## src/rtl/core/stb_pkg.sv

```systemverilog
`timescale 1ns / 1ps

package stb_pkg;

   // Source size limit and keyword buffer depth
   localparam longint unsigned MAX_SOURCE_BYTES = 64'd65536;
   localparam int KEYWORD_MAX_LEN = 6;
   localparam int KW_IDX_W = $clog2(KEYWORD_MAX_LEN);

   // Offsets and lengths stop here
   localparam logic [15:0] OFFSET_LIMIT =
      ((MAX_SOURCE_BYTES - 64'd1) < 64'd65535) ? 16'(MAX_SOURCE_BYTES - 64'd1) : 16'hFFFF;

   // Result queue
   localparam int OUTQ_DEPTH = 4;
   localparam int OUTQ_PTR_W = $clog2(OUTQ_DEPTH);
   localparam int OUTQ_CNT_W = $clog2(OUTQ_DEPTH + 1);

   // Token classes
   localparam logic [5:0] KIND_AND       = 6'd11;
   localparam logic [5:0] KIND_OR        = 6'd12;
   localparam logic [5:0] KIND_FLOAT     = 6'd15;
   localparam logic [5:0] KIND_NUMBER    = 6'd16;
   localparam logic [5:0] KIND_IDENT     = 6'd17;
   localparam logic [5:0] KIND_PLUS_EQ   = 6'd18;
   localparam logic [5:0] KIND_PLUS      = 6'd19;
   localparam logic [5:0] KIND_MINUS_EQ  = 6'd20;
   localparam logic [5:0] KIND_MINUS     = 6'd21;
   localparam logic [5:0] KIND_POW       = 6'd22;
   localparam logic [5:0] KIND_STAR_EQ   = 6'd23;
   localparam logic [5:0] KIND_STAR      = 6'd24;
   localparam logic [5:0] KIND_EQEQ      = 6'd25;
   localparam logic [5:0] KIND_ASSIGN    = 6'd26;
   localparam logic [5:0] KIND_AMP       = 6'd27;
   localparam logic [5:0] KIND_VARIADIC  = 6'd28;
   localparam logic [5:0] KIND_DOT       = 6'd29;
   localparam logic [5:0] KIND_LPAREN    = 6'd30;
   localparam logic [5:0] KIND_RPAREN    = 6'd31;
   localparam logic [5:0] KIND_LCURLY    = 6'd32;
   localparam logic [5:0] KIND_RCURLY    = 6'd33;
   localparam logic [5:0] KIND_SEMI      = 6'd34;
   localparam logic [5:0] KIND_COMMA     = 6'd35;
   localparam logic [5:0] KIND_ERROR     = 6'd36;
   localparam logic [5:0] KIND_EOF       = 6'd37;

   // Keywords; kind equals table index. Text is right-justified, first char highest.
   localparam int KW_COUNT = 15;
   localparam int KW_TEXT_BYTES = 6;
   localparam logic [8*KW_TEXT_BYTES-1:0] KW_TEXT [KW_COUNT] = '{
      48'("let"), 48'("const"), 48'("if"), 48'("else"), 48'("while"),
      48'("int"), 48'("float"), 48'("string"), 48'("bool"), 48'("func"),
      48'("return"), 48'("and"), 48'("or"), 48'("true"), 48'("false")
   };
   localparam int KW_LEN [KW_COUNT] = '{3, 5, 2, 4, 5, 3, 5, 6, 4, 4, 6, 3, 2, 4, 5};

   typedef enum logic [11:0] {
      MODE_IDLE   = 12'b0000_0000_0001,
      MODE_NUM    = 12'b0000_0000_0010,
      MODE_NUMDOT = 12'b0000_0000_0100,
      MODE_IDENT  = 12'b0000_0000_1000,
      MODE_PLUS   = 12'b0000_0001_0000,
      MODE_MINUS  = 12'b0000_0010_0000,
      MODE_STAR   = 12'b0000_0100_0000,
      MODE_EQ     = 12'b0000_1000_0000,
      MODE_AMP    = 12'b0001_0000_0000,
      MODE_BAR    = 12'b0010_0000_0000,
      MODE_DOT1   = 12'b0100_0000_0000,
      MODE_DOT2   = 12'b1000_0000_0000
   } mode_type;

   typedef logic [KEYWORD_MAX_LEN-1:0][7:0] word_buf_type;

   typedef struct packed {
      logic [5:0]  kind;
      logic [15:0] start;
      logic [15:0] length;
      logic        last;
   } tok_type;

   // Results of one accepted item, first in order
   typedef struct packed {
      logic [1:0] count;
      tok_type    first;
      tok_type    second;
   } push_type;

   function automatic logic [15:0] sat_inc(input logic [15:0] v);
      return (v < OFFSET_LIMIT) ? v + 16'd1 : OFFSET_LIMIT;
   endfunction

   function automatic tok_type make_tok(input logic [5:0] kind, input logic [15:0] start,
                                        input logic [15:0] length);
      tok_type t;
      t.kind   = kind;
      t.start  = start;
      t.length = length;
      t.last   = 1'b0;
      return t;
   endfunction

   function automatic logic [5:0] classify_word(input word_buf_type wbuf,
                                                input logic [15:0] len,
                                                input logic too_long);
      logic [5:0] kind;
      logic       hit;
      kind = KIND_IDENT;
      for (int k = 0; k < KW_COUNT; k++) begin
         hit = (len == 16'(KW_LEN[k])) && !too_long;
         for (int j = 0; j < KW_TEXT_BYTES; j++) begin
            if (j < KW_LEN[k]) begin
               if (wbuf[j] != KW_TEXT[k][(KW_LEN[k]-1-j)*8 +: 8]) begin
                  hit = 1'b0;
               end
            end
         end
         if (hit) begin
            kind = 6'(k);
         end
      end
      return kind;
   endfunction

endpackage

```

## src/rtl/core/stb_req_if.sv

```systemverilog
`timescale 1ns / 1ps

interface stb_req_if;
   logic       valid;
   logic       ready;
   logic [7:0] source_byte;
   logic       end_of_source;

   modport source (output valid, output source_byte, output end_of_source, input ready);
   modport sink (input valid, input source_byte, input end_of_source, output ready);
endinterface

```

## src/rtl/core/stb_rsp_if.sv

```systemverilog
`timescale 1ns / 1ps

interface stb_rsp_if;
   logic        valid;
   logic        ready;
   logic [5:0]  token_kind;
   logic [15:0] token_start;
   logic [15:0] token_length;
   logic        last_of_run;

   modport source (output valid, output token_kind, output token_start, output token_length,
                   output last_of_run, input ready);
   modport sink (input valid, input token_kind, input token_start, input token_length,
                 input last_of_run, output ready);
endinterface

```

## src/rtl/core/stb_scan.sv

```systemverilog
`timescale 1ns / 1ps

// Per-byte lexer step: scan state registers plus the single-pass decision.
module stb_scan (
   input  logic                clock,
   input  logic                reset,
   input  logic                accept,
   input  logic [7:0]          source_byte,
   input  logic                end_of_source,
   output stb_pkg::push_type   push
);

   stb_pkg::mode_type     mode_ff, mode_in;
   logic [15:0]           offset_ff, offset_in;
   logic [15:0]           begin_ff, begin_in;
   logic [15:0]           bytes_ff, bytes_in;
   logic                  too_long_ff, too_long_in;
   stb_pkg::word_buf_type wbuf_ff;

   logic                        buf_we;
   logic [stb_pkg::KW_IDX_W-1:0] buf_idx;

   logic c_space, c_digit, c_word;

   logic              flush_v;
   stb_pkg::tok_type  flush_tok;
   logic              ext_ok, ext_v;
   stb_pkg::tok_type  ext_tok;
   stb_pkg::mode_type ext_mode;
   logic              fresh_v;
   stb_pkg::tok_type  fresh_tok;
   stb_pkg::mode_type fresh_mode;

   logic              a_v, b_v;
   stb_pkg::tok_type  a_tok, b_tok;

   assign c_space = (source_byte == " ") || (source_byte >= 8'd9 && source_byte <= 8'd13);
   assign c_digit = (source_byte >= "0") && (source_byte <= "9");
   assign c_word  = (source_byte >= "a" && source_byte <= "z")
                 || (source_byte >= "A" && source_byte <= "Z")
                 || (source_byte == "_") || source_byte[7];

   // pending token emitted without lookahead
   always_comb begin
      flush_v   = 1'b1;
      flush_tok = stb_pkg::make_tok(stb_pkg::KIND_DOT, begin_ff, 16'd1);
      case (mode_ff)
         stb_pkg::MODE_NUM:
            flush_tok = stb_pkg::make_tok(stb_pkg::KIND_NUMBER, begin_ff, bytes_ff);
         stb_pkg::MODE_NUMDOT:
            flush_tok = stb_pkg::make_tok(stb_pkg::KIND_FLOAT, begin_ff, bytes_ff);
         stb_pkg::MODE_IDENT:
            flush_tok = stb_pkg::make_tok(
               stb_pkg::classify_word(wbuf_ff, bytes_ff, too_long_ff), begin_ff, bytes_ff);
         stb_pkg::MODE_PLUS:  flush_tok.kind = stb_pkg::KIND_PLUS;
         stb_pkg::MODE_MINUS: flush_tok.kind = stb_pkg::KIND_MINUS;
         stb_pkg::MODE_STAR:  flush_tok.kind = stb_pkg::KIND_STAR;
         stb_pkg::MODE_EQ:    flush_tok.kind = stb_pkg::KIND_ASSIGN;
         stb_pkg::MODE_AMP:   flush_tok.kind = stb_pkg::KIND_AMP;
         stb_pkg::MODE_DOT1:  flush_tok.kind = stb_pkg::KIND_DOT;
         default:             flush_v = 1'b0;
      endcase
   end

   // try to extend the pending token
   always_comb begin
      ext_ok   = 1'b0;
      ext_v    = 1'b0;
      ext_mode = stb_pkg::MODE_IDLE;
      ext_tok  = stb_pkg::make_tok(stb_pkg::KIND_PLUS_EQ, begin_ff, 16'd2);
      case (mode_ff)
         stb_pkg::MODE_NUM: begin
            ext_ok   = c_digit || (source_byte == ".");
            ext_mode = c_digit ? stb_pkg::MODE_NUM : stb_pkg::MODE_NUMDOT;
         end
         stb_pkg::MODE_NUMDOT: begin
            ext_ok   = c_digit;
            ext_mode = stb_pkg::MODE_NUMDOT;
         end
         stb_pkg::MODE_IDENT: begin
            ext_ok   = c_word || c_digit;
            ext_mode = stb_pkg::MODE_IDENT;
         end
         stb_pkg::MODE_PLUS: begin
            ext_ok = (source_byte == "=");
            ext_v  = ext_ok;
         end
         stb_pkg::MODE_MINUS: begin
            ext_ok       = (source_byte == "=");
            ext_v        = ext_ok;
            ext_tok.kind = stb_pkg::KIND_MINUS_EQ;
         end
         stb_pkg::MODE_STAR: begin
            ext_ok       = (source_byte == "=") || (source_byte == "*");
            ext_v        = ext_ok;
            ext_tok.kind = (source_byte == "*") ? stb_pkg::KIND_POW : stb_pkg::KIND_STAR_EQ;
         end
         stb_pkg::MODE_EQ: begin
            ext_ok       = (source_byte == "=");
            ext_v        = ext_ok;
            ext_tok.kind = stb_pkg::KIND_EQEQ;
         end
         stb_pkg::MODE_AMP: begin
            ext_ok       = (source_byte == "&");
            ext_v        = ext_ok;
            ext_tok.kind = stb_pkg::KIND_AND;
         end
         stb_pkg::MODE_BAR: begin
            ext_ok       = (source_byte == "|");
            ext_v        = ext_ok;
            ext_tok.kind = stb_pkg::KIND_OR;
         end
         stb_pkg::MODE_DOT1: begin
            ext_ok   = (source_byte == ".");
            ext_mode = stb_pkg::MODE_DOT2;
         end
         stb_pkg::MODE_DOT2: begin
            ext_ok  = (source_byte == ".");
            ext_v   = ext_ok;
            ext_tok = stb_pkg::make_tok(stb_pkg::KIND_VARIADIC, begin_ff, 16'd3);
         end
         default: ext_ok = 1'b0;
      endcase
   end

   // start a new token at this byte
   always_comb begin
      fresh_mode = stb_pkg::MODE_IDLE;
      fresh_v    = 1'b0;
      fresh_tok  = stb_pkg::make_tok(stb_pkg::KIND_ERROR, offset_ff, 16'd1);
      if (c_space) begin
         fresh_v = 1'b0;
      end else if (c_digit) begin
         fresh_mode = stb_pkg::MODE_NUM;
      end else if (c_word) begin
         fresh_mode = stb_pkg::MODE_IDENT;
      end else begin
         case (source_byte)
            "+": fresh_mode = stb_pkg::MODE_PLUS;
            "-": fresh_mode = stb_pkg::MODE_MINUS;
            "*": fresh_mode = stb_pkg::MODE_STAR;
            "=": fresh_mode = stb_pkg::MODE_EQ;
            "&": fresh_mode = stb_pkg::MODE_AMP;
            "|": fresh_mode = stb_pkg::MODE_BAR;
            ".": fresh_mode = stb_pkg::MODE_DOT1;
            "(": begin fresh_v = 1'b1; fresh_tok.kind = stb_pkg::KIND_LPAREN; end
            ")": begin fresh_v = 1'b1; fresh_tok.kind = stb_pkg::KIND_RPAREN; end
            "{": begin fresh_v = 1'b1; fresh_tok.kind = stb_pkg::KIND_LCURLY; end
            "}": begin fresh_v = 1'b1; fresh_tok.kind = stb_pkg::KIND_RCURLY; end
            ";": begin fresh_v = 1'b1; fresh_tok.kind = stb_pkg::KIND_SEMI; end
            ",": begin fresh_v = 1'b1; fresh_tok.kind = stb_pkg::KIND_COMMA; end
            default: fresh_v = 1'b1;
         endcase
      end
   end

   // choose the path, next state and up to two results
   always_comb begin
      mode_in     = mode_ff;
      offset_in   = stb_pkg::sat_inc(offset_ff);
      begin_in    = begin_ff;
      bytes_in    = bytes_ff;
      too_long_in = too_long_ff;
      buf_we      = 1'b0;
      buf_idx     = '0;
      a_v         = 1'b0;
      a_tok       = flush_tok;
      b_v         = 1'b0;
      b_tok       = ext_tok;
      if (end_of_source) begin
         a_v       = flush_v;
         b_v       = 1'b1;
         b_tok     = stb_pkg::make_tok(stb_pkg::KIND_EOF, offset_ff, 16'd0);
         mode_in   = stb_pkg::MODE_IDLE;
         offset_in = '0;
      end else if (ext_ok) begin
         b_v     = ext_v;
         mode_in = ext_mode;
         if (mode_ff == stb_pkg::MODE_NUM || mode_ff == stb_pkg::MODE_NUMDOT ||
             mode_ff == stb_pkg::MODE_IDENT) begin
            bytes_in = stb_pkg::sat_inc(bytes_ff);
         end
         if (mode_ff == stb_pkg::MODE_IDENT) begin
            if (bytes_ff < 16'(stb_pkg::KEYWORD_MAX_LEN)) begin
               buf_we  = 1'b1;
               buf_idx = bytes_ff[stb_pkg::KW_IDX_W-1:0];
            end else begin
               too_long_in = 1'b1;
            end
         end
      end else begin
         a_v      = flush_v;
         b_v      = fresh_v;
         b_tok    = fresh_tok;
         mode_in  = fresh_mode;
         begin_in = offset_ff;
         bytes_in = 16'd1;
         if (fresh_mode == stb_pkg::MODE_IDENT) begin
            buf_we      = 1'b1;
            too_long_in = 1'b0;
         end
      end
   end

   always_comb begin
      push.count  = accept ? {a_v & b_v, a_v ^ b_v} : 2'd0;
      push.first  = a_v ? a_tok : b_tok;
      push.second = b_tok;
      if (a_v && b_v) begin
         push.second.last = 1'b1;
      end else begin
         push.first.last = 1'b1;
      end
   end

   always_ff @(posedge clock) begin
      if (reset) begin
         mode_ff     <= stb_pkg::MODE_IDLE;
         offset_ff   <= '0;
         begin_ff    <= '0;
         bytes_ff    <= '0;
         too_long_ff <= 1'b0;
      end else if (accept) begin
         mode_ff     <= mode_in;
         offset_ff   <= offset_in;
         begin_ff    <= begin_in;
         bytes_ff    <= bytes_in;
         too_long_ff <= too_long_in;
      end
   end

   always_ff @(posedge clock) begin
      if (accept && !end_of_source && buf_we) begin
         wbuf_ff[buf_idx] <= source_byte;
      end
   end

endmodule

```

## src/rtl/core/stb_out_queue.sv

```systemverilog
`timescale 1ns / 1ps

// Small result queue: takes up to two tokens a cycle, hands out one.
module stb_out_queue (
   input  logic              clock,
   input  logic              reset,
   input  stb_pkg::push_type push,
   output logic              room,
   output logic              out_valid,
   input  logic              out_ready,
   output stb_pkg::tok_type  out_tok
);

   stb_pkg::tok_type                 slot_ff [stb_pkg::OUTQ_DEPTH];
   logic [stb_pkg::OUTQ_PTR_W-1:0]   wr_ff, wr_in;
   logic [stb_pkg::OUTQ_PTR_W-1:0]   rd_ff, rd_in;
   logic [stb_pkg::OUTQ_CNT_W-1:0]   count_ff, count_in;
   logic                             pop;

   assign room      = count_ff <= stb_pkg::OUTQ_CNT_W'(stb_pkg::OUTQ_DEPTH - 2);
   assign out_valid = count_ff != '0;
   assign out_tok   = slot_ff[rd_ff];
   assign pop       = out_valid && out_ready;

   always_comb begin
      wr_in    = wr_ff + stb_pkg::OUTQ_PTR_W'(push.count);
      rd_in    = rd_ff + stb_pkg::OUTQ_PTR_W'(pop);
      count_in = count_ff + stb_pkg::OUTQ_CNT_W'(push.count) - stb_pkg::OUTQ_CNT_W'(pop);
   end

   always_ff @(posedge clock) begin
      if (reset) begin
         wr_ff    <= '0;
         rd_ff    <= '0;
         count_ff <= '0;
      end else begin
         wr_ff    <= wr_in;
         rd_ff    <= rd_in;
         count_ff <= count_in;
      end
   end

   always_ff @(posedge clock) begin
      if (push.count != 2'd0) begin
         slot_ff[wr_ff] <= push.first;
      end
      if (push.count == 2'd2) begin
         slot_ff[wr_ff + stb_pkg::OUTQ_PTR_W'(1)] <= push.second;
      end
   end

endmodule

```

## src/rtl/core/source_byte_tokenizer_core.sv

```systemverilog
`timescale 1ns / 1ps

// Streaming lexer: one source byte per item on req_chan, tokens out on rsp_chan as
// (token_kind, token_start, token_length) with no lexeme text. Whitespace is skipped;
// numbers, identifiers (keyword-matched up to six bytes) and one- to three-byte
// operators are recognized with one byte of lookahead, so a token usually leaves when
// the byte after it arrives. An item with end_of_source set flushes the pending token,
// emits the end-of-file token at the byte count and restarts offsets at zero. One item
// can yield up to two tokens; last_of_run marks the final one. Rate: one item per cycle
// while the result queue has room, since the whole per-byte decision is combinational
// behind the scan state registers; the four-entry result queue takes an item whenever
// it holds two or fewer tokens. Offsets and lengths saturate at 65535.
module source_byte_tokenizer_core (
   input  logic       clock,
   input  logic       reset,
   stb_req_if.sink    req_chan,
   stb_rsp_if.source  rsp_chan
);

   logic              accept;
   logic              room;
   stb_pkg::push_type push;
   stb_pkg::tok_type  out_tok;

   // input side only waits on queue space
   assign req_chan.ready = room;
   assign accept         = req_chan.valid && room;

   stb_scan u_scan (
      .clock         (clock),
      .reset         (reset),
      .accept        (accept),
      .source_byte   (req_chan.source_byte),
      .end_of_source (req_chan.end_of_source),
      .push          (push)
   );

   stb_out_queue u_queue (
      .clock     (clock),
      .reset     (reset),
      .push      (push),
      .room      (room),
      .out_valid (rsp_chan.valid),
      .out_ready (rsp_chan.ready),
      .out_tok   (out_tok)
   );

   assign rsp_chan.token_kind   = out_tok.kind;
   assign rsp_chan.token_start  = out_tok.start;
   assign rsp_chan.token_length = out_tok.length;
   assign rsp_chan.last_of_run  = out_tok.last;

endmodule
```

## src/flat_wrapper.sv

```systemverilog
// flat-port wrapper written by rule: the top's interface ports become plain ports
module source_byte_tokenizer_core_flat 
  (clock, reset, req_chan_valid, req_chan_source_byte, req_chan_end_of_source, req_chan_ready, rsp_chan_valid, rsp_chan_token_kind, rsp_chan_token_start, rsp_chan_token_length, rsp_chan_last_of_run, rsp_chan_ready);
  stb_req_if req_chan_i ();
  stb_rsp_if rsp_chan_i ();
  input  logic clock;
  input  logic reset;
  input wire logic [$bits(req_chan_i.valid)-1:0] req_chan_valid;
  input wire logic [$bits(req_chan_i.source_byte)-1:0] req_chan_source_byte;
  input wire logic [$bits(req_chan_i.end_of_source)-1:0] req_chan_end_of_source;
  output wire logic [$bits(req_chan_i.ready)-1:0] req_chan_ready;
  output wire logic [$bits(rsp_chan_i.valid)-1:0] rsp_chan_valid;
  output wire logic [$bits(rsp_chan_i.token_kind)-1:0] rsp_chan_token_kind;
  output wire logic [$bits(rsp_chan_i.token_start)-1:0] rsp_chan_token_start;
  output wire logic [$bits(rsp_chan_i.token_length)-1:0] rsp_chan_token_length;
  output wire logic [$bits(rsp_chan_i.last_of_run)-1:0] rsp_chan_last_of_run;
  input wire logic [$bits(rsp_chan_i.ready)-1:0] rsp_chan_ready;
  assign req_chan_i.valid = req_chan_valid;
  assign req_chan_i.source_byte = req_chan_source_byte;
  assign req_chan_i.end_of_source = req_chan_end_of_source;
  assign req_chan_ready = req_chan_i.ready;
  assign rsp_chan_valid = rsp_chan_i.valid;
  assign rsp_chan_token_kind = rsp_chan_i.token_kind;
  assign rsp_chan_token_start = rsp_chan_i.token_start;
  assign rsp_chan_token_length = rsp_chan_i.token_length;
  assign rsp_chan_last_of_run = rsp_chan_i.last_of_run;
  assign rsp_chan_i.ready = rsp_chan_ready;
  source_byte_tokenizer_core u_core (.clock(clock), .reset(reset), .req_chan(req_chan_i), .rsp_chan(rsp_chan_i));
endmodule
```

## config.mk

```make
export PLATFORM = sky130hd
export DESIGN_NAME = source_byte_tokenizer_core_flat
export DESIGN_NICKNAME = d
export VERILOG_FILES = /design/src/rtl/core/stb_pkg.sv /design/src/rtl/core/stb_req_if.sv /design/src/rtl/core/stb_rsp_if.sv /design/src/rtl/core/stb_scan.sv /design/src/rtl/core/stb_out_queue.sv /design/src/rtl/core/source_byte_tokenizer_core.sv /design/src/flat_wrapper.sv
export SDC_FILE = /design/constraint.sdc
export NUM_CORES = 1
export LEC_CHECK = 0
export BUFFER_PORTS_ARGS = -buffer_cell sky130_fd_sc_hd__buf_2
export CAP_MARGIN = 20
export CORE_MARGIN = 4
export CORE_UTILIZATION = 45
export CTS_BUF_LIST = sky130_fd_sc_hd__clkbuf_8
export CTS_CLUSTER_DIAMETER = 40
export DETAILED_ROUTE_END_ITERATION = 6
export GPL_ROUTABILITY_DRIVEN = 0
export SYNTH_ARGS = -nofsm -noshare
export SYNTH_HDL_FRONTEND = slang
export SYNTH_SLANG_ARGS = --single-unit
```

## constraint.sdc

```tcl
create_clock -name clock -period 7.65 [get_ports clock]
set_clock_uncertainty 0.15 [all_clocks]
set_input_delay 0.765 -clock clock [delete_from_list [all_inputs] [get_ports clock]]
set_output_delay 0.765 -clock clock [all_outputs]
set_load 0.02 [all_outputs]
```

==> flow_metrics.py, run 1 <==
metrics = {
    "placement": {
        "hpwl_um": 25700,
        "preCtsSetupSlack_ns": 1.90,
        "port_buffers": 53,
    },
    "yosys": {
        "yosysSeqAreaShare_pct": 50.0,
        "syn_area_per_cell_um2": 10.6,
        "yosysWarnings": 0,
        "syn_nets": 1333,
        "ys.flop_type": "edfxtp_1",
        "ys_types": 82,
        "synth_edf_count": 148,
        "synthCells": 1308,
        "yosys_register_bits": 272,
        "syn_area_mm2": 0.0139,
        "async_reset_ff_share_pct": 0,
    },
    "floorplanning": {
        "ioPinCount": 54,
        "fp-row-count": 63,
        "fp.coreArea_mm2": 0.0300,
        "die-height_um": 183,
        "fp.dieArea_mm2": 0.0337,
        "initial_core_util_pct": 46.1,
        "die_w_um": 183,
    },
    "timing": {
        "hold_viol": 0,
        "fmax_mhz": 182,
        "fin_ws_ns": 2.15,
        "worstMarginPinSlew_ns": 1.09,
        "setup-tns-final_ns": 0,
        "post-route-period-util_pct": 71.9,
        "max-slew-margin-rel_pct": 26.6,
        "fin_crit_ns": 5.50,
        "rsz0062_at_grt": "no",
        "setup_viol": 0,
        "fin_hold_ws_ns": 0.300,
        "final-max-slew-violation-count": 0,
    },
    "critical_path": {
        "cp-end-kind": "flop",
        "start_kind": "flop",
        "worst_ep_arrival_time_ns": 5.48,
        "cp.required_ns": 7.63,
        "cp-startpoint": "u_core.u_scan.mode_ff[9]",
        "worstReg2RegStart": "u_core.u_scan.mode_ff[9]",
        "cp_cell_sequence": "nor4_1, nor3b_4, nand3_2, o211ai_1, o41ai_2, buf_4, nand2_1, inv_2, ha_1, o21ai_1, or2_2, and2_1, inv_1",
        "slowest_stage": "inv_1",
        "crit_type": "flop to flop",
        "cp_max_fo": 25,
        "critPathMaxStageDelay_ns": 0.65,
    },
    "hold_path": {
        "min_path_type": "flop to flop",
        "worstHoldStart": "u_core.u_queue.slot_ff[0][5]",
    },
    "layout": {
        "n_antenna_cell": 0,
        "syn_to_final_growth_pct": 10.3,
        "nNetsFinal": 1352,
        "drive_gt1_share_pct": 16.3,
    },
    "global_route": {
        "antenna_found_initial": 0,
        "grt_pass1_vias": 10600,
        "grt_max_degree": 60,
        "grt_pass1_wl_um": 60000,
        "track_usage_pct": 22.1,
        "overflow": 0,
    },
    "detailed_routing": {
        "drtIter0Drc": 1083,
        "viasPerCell": 6.27,
        "via_count": 11000,
        "firstDrtPassIters": 7,
        "routed_wl_um": 37800,
        "drt_drc_violations_left": 0,
        "avgRoutedWirePerCell_um": 21.6,
        "ant_nets": 0,
    },
    "cts": {
        "cts_setup_buffers": 0,
        "ctsRootBufferMaster": "clkbuf_8",
        "h-tree-depth": 2,
        "cts_buffer_depth": 3,
        "post_cts_resized": 0,
        "cts_tree": "built",
        "clkTransAtPathRegs_ns": 0.06,
        "cts_made_buffers": 49,
        "insertion_delay_ns": 0.58,
        "cts_sinks": 272,
        "postCtsHoldBufs": 0,
    },
    "power": {
        "ir_worst_vdd_mv": 0.150,
        "power.density_mw_per_mm2": 235,
        "leakage_nw": 5.07,
    },
    "outcome": {
        "outcome": "completed",
    },
    "job": {
        "drv_cap": 0,
    },
}
==> cells by family after synthesis <==
logic type	synth area share [%]
and+or+nand+nor	19.4
AOI/OAI and AO/OA	18.3
DFF	50.0
buffers and inverters	3.97
muxes	6.63
adders and majority gates	1.14
xor gates and xnor gates	0.632
==> final timing paths <==
check / end / slack (ns) / depth (start not counted)
min: u_core.u_queue.slot_ff[0][5] / 0.30 / 2
max: u_core.u_queue.slot_ff[2][34] / 2.15 / 13
min reg2reg: u_core.u_queue.slot_ff[0][5] / 0.30 / 2
max reg2reg: u_core.u_queue.slot_ff[2][34] / 2.15 / 13
==> critical path, delay by kind of cell, from the launching register on <==
kind / cells / cell delay [ns]
simple gates: 6 / 2.34
buf+inv: 3 / 0.96
flops: 1 / 0.40
compound gates: 3 / 0.83
fa+ha+maj: 1 / 0.38
==> state kept, by name (all words and copies together) (netlist names) <==
| register | cells |
|---|---|
| u_core.u_scan.offset_ff | 16 |
| u_core.u_queue.wr_ff | 2 |
| u_core.u_scan.begin_ff | 16 |
| u_core.u_queue.rd_ff | 2 |
| u_core.u_queue.slot_ff | 156 |
| u_core.u_scan.wbuf_ff | 48 |
| u_core.u_scan.bytes_ff | 16 |
| u_core.u_scan.mode_ff | 12 |
| u_core.u_queue.count_ff | 3 |
| u_core.u_scan.too_long_ff | 1 |
==> power breakdown <==
part,switching (mW),leakage [nW],internal [mW]
clock,0.607,0.566,0.724
sequential,0.0276,2.36,1.59
combinational,0.406,2.14,0.230
==> cells in the mapped netlist, drive strengths merged, types with 5 or more instances <==
cell type  number  area [µm²]
or4             8        63.8
a211oi         13         113
edfxtp        148        4440
o211ai          6        45.0
nor3b           9        78.8
mux4           39         878
o21ai          74         374
xnor2           6        52.6
ha             11         138
nand3          45         235
nand4          23         144
and2           13        81.3
or3             6        37.5
nor4           25         169
dfxtp         124        2480
a31oi          15         124
or2             9        56.3
a21oi          75         398
and4            8        70.1
nand2b         13        81.3
a22oi           5        37.5
nor2b          10        62.6
nor4bb         14         140
a22o           65         569
a41oi           6        52.6
nand2         122         458
and3           13        86.3
clkbuf         64         241
nor2           93         357
nand4b         16         140
inv            21        78.8
o22ai          28         175
o21a            6        52.6
buf            41         229
a32o           29         290
nor3           42         225
nor4b           8        76.3
==> metal layers <==
layer	up-vias	part of all wire, %	routed length, µm	GRT usage, %
met2	406	45	16900	34.1
met3	69	7.1	2700	3.90
met1	5383	46	17500	32.6
li1	5148	-	-	-
met4	0	2.0	763	5.75
met5	-	0	0	0
==> area by class of cell <==
class,instances,area (µm²)
clock buffers,57,785
well taps,390,488
inverters,21,78.8
repair buffers,73,423
multi-input cells,910,6380
fillers,2766,14800
flip-flops and latches,272,6930
clock inverters,32,196
==> cells in the final DEF, fill, tap and decap left out, types with 13 or more instances in the layout <==
master    instances
nand4b_1         16
dfxtp_1         122
nor4bb_1         14
inv_1            36
mux4_2           39
o21ai_0          58
and2_1           13
nor2_1           90
clkbuf_8         57
a32o_1           29
o22ai_1          28
buf_4            19
nand2b_1         13
o21ai_1          15
nor3_1           39
nor4_1           23
buf_2            53
a22o_1           65
nand4_1          23
nand3_1          43
a21oi_1          71
nand2_1         122
edfxtp_1        148
==> stage by stage <==
step / cell area, µm² / power [mW] / cells / util, %
final: 15300 / 3.59 / 1755 / 50.9
after global routing: 15300 / 3.75 / 1755 / 50.9
after CTS: 15300 / 3.63 / 1755 / 50.9
after detailed placement: 14300 / 2.29 / 1666 / 47.6
after global placement: 14300 / 2.29 / 1665 / 47.6
after floorplan: 13900 / 2.10 / 1308 / -
Power figures use the tool's default switching activity.
==> run 2: changes to the inputs <==
Clock period 7.65 ns to 4.9 ns, I/O delays scaled along.
==> run 2 against run 1 <==
Sequential share of layout area shrank 0.20 points. Power up 53%. Largest power group unchanged. Utilization up 0.22 points. Hold slack got worse by 0.14 ns.
==> flow_metrics.py, run 2 (same netlist as run 1, synthesis figures left out) <==
metrics = {
    "global_route": {
        "overflow": 0,
        "track_usage_pct": 22.4,
        "grt_max_degree": 41,
        "antenna_found_initial": 0,
        "grt_pass1_vias": 10800,
        "grt_pass1_wl_um": 60600,
    },
    "layout": {
        "top_regs": "u_core.u_queue.slot_ff: 156 flops, u_core.u_scan.wbuf_ff: 48 flops",
        "drive_gt1_share_pct": 16.9,
        "multi_input_area_mm2": 0.00638,
        "seq_area_mm2": 0.00693,
        "largest_reg_flops": 156,
        "final_util_pct": 51.1,
        "layout_common_cells": "edfxtp_1 (148), nand2_1 (122), dfxtp_1 (122), nor2_1 (90), a21oi_1 (71)",
        "layout_commonest_cell": "edfxtp_1",
        "design_area_mm2": 0.0153,
        "largest_register": "u_core.u_queue.slot_ff",
        "fillCellCount": 2748,
        "syn_to_final_growth_pct": 10.8,
        "nNetsFinal": 1371,
        "n_antenna_cell": 0,
        "stdcell_count": 1774,
    },
    "critical_path": {
        "critPathMaxStageDelay_ns": 0.55,
        "rr_worst_depth": 14,
        "cp.required_ns": 4.98,
        "cp_max_fo": 25,
        "worst_ep_arrival_time_ns": 4.48,
        "cp_cell_sequence": "nor3_1, nand2_1, or4_1, o22ai_1, o41ai_2, nand2_1, inv_2, ha_1, o21ai_1, buf_4, or2_2, and2_1, inv_1, buf_4",
        "r2r_slack_ns": 0.49,
        "start_kind": "flop",
        "worstReg2RegStart": "u_core.u_scan.mode_ff[3]",
        "crit_type": "flop to flop",
        "r2r-end": "u_core.u_queue.slot_ff[2][31]",
        "cp-end-kind": "flop",
        "slowest_stage": "nor3_1",
    },
    "power": {
        "p_switching_mw": 1.62,
        "clkPwrFrac_pct": 35.3,
        "power.density_mw_per_mm2": 358,
        "pwr-share-comb_pct": 17.7,
        "leakage_nw": 5.12,
        "swShare_pct": 29.4,
        "p_total_mw": 5.49,
        "p_int_mw": 3.87,
        "p_seq_share_pct": 46.9,
        "ir_worst_vdd_mv": 0.238,
    },
    "timing": {
        "max-slew-margin-rel_pct": 24.3,
        "setup-tns-final_ns": 0,
        "post-route-period-util_pct": 90.0,
        "hold_viol": 0,
        "final-max-slew-violation-count": 0,
        "worstMarginPinSlew_ns": 1.12,
        "rsz0062_at_grt": "no",
        "fin_hold_ws_ns": 0.155,
        "fmax_mhz": 227,
        "fin_crit_ns": 4.41,
        "fin_ws_ns": 0.492,
        "setup_viol": 0,
    },
    "floorplanning": {
        "die_w_um": 183,
        "fp.dieArea_mm2": 0.0337,
        "initial_core_util_pct": 46.1,
        "ioPinCount": 54,
        "fp-row-count": 63,
        "fp.coreArea_mm2": 0.0300,
        "die-height_um": 183,
    },
    "cts": {
        "cts_made_buffers": 47,
        "ctsRootBufferMaster": "clkbuf_8",
        "post_cts_resized": 0,
        "postCtsHoldBufs": 0,
        "insertion_delay_ns": 0.57,
        "cts_sinks": 272,
        "clkTransAtPathRegs_ns": 0.06,
        "cts_buffer_depth": 3,
        "cts_tree": "built",
        "cts_setup_buffers": 0,
        "h-tree-depth": 2,
    },
    "placement": {
        "dp.cells": 1686,
        "place_area_mm2": 0.0144,
        "hpwl_um": 25800,
        "preCtsSetupSlack_ns": 0.271,
        "port_buffers": 53,
    },
    "job": {
        "drv_cap": 0,
    },
    "hold_path": {
        "hold_depth": 1,
        "worstHoldStart": "req_chan_source_byte[7]",
        "hold_end": "u_core.u_scan.wbuf_ff[31]",
        "min_path_type": "input port to flop",
    },
    "detailed_routing": {
        "drtIter0Drc": 1085,
        "avgRoutedWirePerCell_um": 21.7,
        "firstDrtPassIters": 5,
        "ant_nets": 0,
        "drt_drc_violations_left": 0,
        "via_count": 11100,
        "routed_wl_um": 38500,
        "viasPerCell": 6.27,
    },
    "outcome": {
        "outcome": "completed",
    },
}
==> run 2: cell types whose count changed in the layout (fill, tap and decap cells not counted), sizes merged <==
cell	previous run	this run
buf	73	94
clkbuf	57	50
clkinv	9	16
inv	42	39
clkinvlp	1	2
==> run 2: cell type report <==
class / instances / share of cell area, %
clock inverters: 37 / 1.35
clock buffers: 50 / 4.48
flip-flops and latches: 272 / 45.1
inverters: 21 / 0.514
well taps: 390 / 3.18
repair buffers: 94 / 3.76
multi-input cells: 910 / 41.6
==> run 2: per-layer routing <==
| layer | track usage [%] | part of all wire, % | vias up |
|---|---|---|---|
| li1 | - | - | 5178 |
| met1 | 31.8 | 45 | 5383 |
| met2 | 34.8 | 45 | 478 |
| met3 | 5.10 | 7.9 | 85 |
| met4 | 6.14 | 2.2 | 0 |
| met5 | 0 | 0 | - |
==> run 2: how the worst max path moves through the flow <==
stage                                   from                       endpoint  slack [ns]  depth (start not counted)
finish              u_core.u_scan.mode_ff[3]  u_core.u_queue.slot_ff[2][31]        0.49                         14
CTS                 u_core.u_scan.mode_ff[3]  u_core.u_queue.slot_ff[0][31]        0.39                         13
global placement     req_chan_source_byte[1]  u_core.u_queue.slot_ff[0][29]        0.39                         13
floorplan           u_core.u_scan.mode_ff[6]   u_core.u_queue.slot_ff[2][0]        0.27                         16
detailed placement   req_chan_source_byte[1]  u_core.u_queue.slot_ff[0][24]        0.27                         13
global route        u_core.u_scan.mode_ff[4]  u_core.u_queue.slot_ff[3][31]        0.17                         13
==> run 2: worst max-delay path: cells and delay by family (launching register included) <==
| family | cells | cell delay, ns |
|---|---|---|
| AOI/OAI and AO/OA | 3 | 0.46 |
| adders and majority gates | 1 | 0.38 |
| DFF | 1 | 0.39 |
| and+or+nand+nor | 6 | 1.99 |
| buffers and inverters | 4 | 0.70 |
==> run 2: power by group through the flow <==
stage                     sequential (mW)  clock [mW]  combinational [mW]
after floorplan                      2.56           0               0.718
after global placement               2.62           0               0.970
after detailed placement             2.63           0               0.975
after CTS                            2.58        1.99               0.979
after global routing                 2.59        2.11                1.05
final                                2.58        1.94               0.973
==> run 3: changes to the inputs <==
Settings changed: CELL_PAD_IN_SITES_DETAIL_PLACEMENT from default to 1, CELL_PAD_IN_SITES_GLOBAL_PLACEMENT from default to 1, PLACE_DENSITY from default to 0.74.
==> run 3 against run 2 <==
Via count rose by 1.8%. Sequential power about the same. Wire length increased by 9.6%. Register-to-register slack got worse by 0.06 ns. Clock power rose by 8%. Count of clock-buffer cells in the layout grew 2. Sequential share of layout area fell by 0.36 points. Non-clock buffer count grew 6. Critical path depth unchanged.
==> flow_metrics.py, run 3 (same netlist as run 1, synthesis figures left out) <==
metrics = {
    "layout": {
        "drive_gt1_share_pct": 17.6,
        "layout_common_cells": "edfxtp_1 (148), nand2_1 (122), dfxtp_1 (122), nor2_1 (90), a21oi_1 (71)",
        "seq_area_mm2": 0.00693,
        "top_regs": "u_core.u_queue.slot_ff: 156 flops, u_core.u_scan.wbuf_ff: 48 flops",
        "syn_to_final_growth_pct": 11.7,
        "largest_register": "u_core.u_queue.slot_ff",
        "fillCellCount": 3260,
        "final_util_pct": 51.5,
        "multi_input_area_mm2": 0.00639,
        "n_antenna_cell": 0,
        "largest_reg_flops": 156,
        "layout_commonest_cell": "edfxtp_1",
        "nNetsFinal": 1378,
    },
    "timing": {
        "rsz0062_at_grt": "no",
        "worstMarginPinSlew_ns": 1.15,
        "fin_crit_ns": 4.47,
        "max-slew-margin-rel_pct": 22.4,
        "final-max-slew-violation-count": 0,
        "setup_viol": 0,
        "post-route-period-util_pct": 91.2,
        "fmax_mhz": 224,
        "hold_viol": 0,
        "setup-tns-final_ns": 0,
    },
    "critical_path": {
        "worst_ep_arrival_time_ns": 4.76,
        "cp.required_ns": 5.19,
        "cp-end-kind": "flop",
        "r2r-end": "u_core.u_queue.slot_ff[2][18]",
        "rr_worst_depth": 14,
        "critPathMaxStageDelay_ns": 0.64,
        "slowest_stage": "nor4_2",
        "worstReg2RegStart": "u_core.u_scan.mode_ff[4]",
        "cpLargestDelayFamily": "simple AND/OR/NAND/NOR gates",
        "cp_cell_sequence": "nor4_2, nand4b_1, nor3b_1, or4_1, nand2_1, inv_2, ha_1, nand2_1, or3_1, buf_4, and2_2, a21oi_2, buf_4, a22o_1",
        "cp_max_fo": 17,
        "critPathBufInv": 3,
        "r2r_slack_ns": 0.43,
        "start_kind": "flop",
        "crit_type": "flop to flop",
    },
    "placement": {
        "hpwl_um": 29200,
        "port_buffers": 53,
    },
    "detailed_routing": {
        "drt_drc_violations_left": 0,
        "ant_nets": 0,
        "drtIter0Drc": 976,
        "avgRoutedWirePerCell_um": 23.7,
        "routed_wl_um": 42100,
        "via_count": 11300,
        "firstDrtPassIters": 5,
        "viasPerCell": 6.36,
    },
    "cts": {
        "clkTransAtPathRegs_ns": 0.06,
        "ctsRootBufferMaster": "clkbuf_8",
        "cts_setup_buffers": 0,
        "postCtsHoldBufs": 0,
        "insertion_delay_ns": 0.57,
        "h-tree-depth": 2,
        "cts_tree": "built",
        "post_cts_resized": 0,
        "cts_buffer_depth": 3,
        "cts_sinks": 272,
        "cts_made_buffers": 48,
    },
    "job": {
        "drv_cap": 0,
    },
    "floorplanning": {
        "fp.dieArea_mm2": 0.0337,
        "fp.coreArea_mm2": 0.0300,
        "ioPinCount": 54,
        "fp-row-count": 63,
        "die-height_um": 183,
        "die_w_um": 183,
        "initial_core_util_pct": 46.1,
    },
    "hold_path": {
        "min_path_type": "input port to flop",
        "worstHoldStart": "req_chan_source_byte[4]",
        "hold_depth": 1,
        "hold_end": "u_core.u_scan.wbuf_ff[36]",
    },
    "global_route": {
        "grt_pass1_vias": 11600,
        "antenna_found_initial": 0,
        "overflow": 0,
        "grt_pass1_wl_um": 65600,
        "grt_max_degree": 48,
        "track_usage_pct": 24.6,
    },
    "power": {
        "leakage_nw": 5.19,
        "ir_worst_vdd_mv": 0.238,
        "power.density_mw_per_mm2": 366,
    },
    "outcome": {
        "outcome": "completed",
    },
}
==> run 3: changes by cell type in the layout (fill, tap and decap cells not counted), moves of 2 or more <==
cell	delta
clkbuf_8	+2
buf_2	+2
bufinv_16	+2
clkinv_1	-5
buf_4	+3
==> run 3: worst max-delay path by stage <==
| stage | cells past startpoint | to | startpoint |
|---|---|---|---|
| 3_3_place_gp | 15 | u_core.u_queue.slot_ff[0][28] | req_chan_source_byte[0] |
| 4_1_cts | 13 | u_core.u_queue.slot_ff[0][21] | u_core.u_scan.mode_ff[3] |
| 5_1_grt | 16 | u_core.u_queue.slot_ff[2][18] | u_core.u_scan.mode_ff[3] |
| 3_5_place_dp | 15 | u_core.u_queue.slot_ff[0][29] | req_chan_source_byte[0] |
| 6_report | 14 | u_core.u_queue.slot_ff[2][18] | u_core.u_scan.mode_ff[4] |
| 2_1_floorplan | 16 | u_core.u_queue.slot_ff[2][0] | u_core.u_scan.mode_ff[6] |
==> run 3: layer usage <==
| metal | track usage, % | vias to the layer above | part of all wire, % |
|---|---|---|---|
| met1 | 33.9 | 5675 | 43 |
| met4 | 6.62 | 0 | 2.0 |
| met5 | 0 | - | 0 |
| met3 | 3.36 | 72 | 6.7 |
| li1 | - | 5204 | - |
| met2 | 41.1 | 371 | 48 |
==> run 3: power breakdown <==
group	switching, mW	leakage, nW	internal [mW]
Sequential	0.0904	2.36	2.49
Combinational	0.616	2.28	0.383
Clock	0.945	0.549	1.14
Total	1.65	5.19	4.01
==> run 3: cell type report <==
class / count / share of cell area (%)
flip-flops and latches: 272 / 44.8
clock inverters: 34 / 1.58
repair buffers: 100 / 4.07
multi-input cells: 910 / 41.3
well taps: 390 / 3.15
clock buffers: 52 / 4.63
inverters: 21 / 0.509
==> run 3: through the flow <==
stage | hold WS [ns] | instances | setup slack, ns | total power, mW | instance area [µm²]
floorplan | 0.270 | 1308 | 0.271 | 3.27 | 13900
global placement | 0.280 | 1689 | 0.333 | 3.60 | 14500
detailed placement | 0.292 | 1690 | 0.182 | 3.63 | 14500
CTS | 0.122 | 1776 | 0.269 | 5.72 | 15400
global route | 0.144 | 1779 | 0.135 | 5.91 | 15500
finish | 0.154 | 1779 | 0.429 | 5.66 | 15500
==> run 3: worst reg2reg max path, stage by stage, from the launching register on <==
cell and delay (ns):
dfxtp_1 0.37, nor4_2 0.64, nand4b_1 0.32, nor3b_1 0.43, or4_1 0.20, nand2_1 0.09
inv_2 0.13, ha_1 0.28, nand2_1 0.21, or3_1 0.38, buf_4 0.18, and2_2 0.33
a21oi_2 0.15, buf_4 0.27, a22o_1 0.21
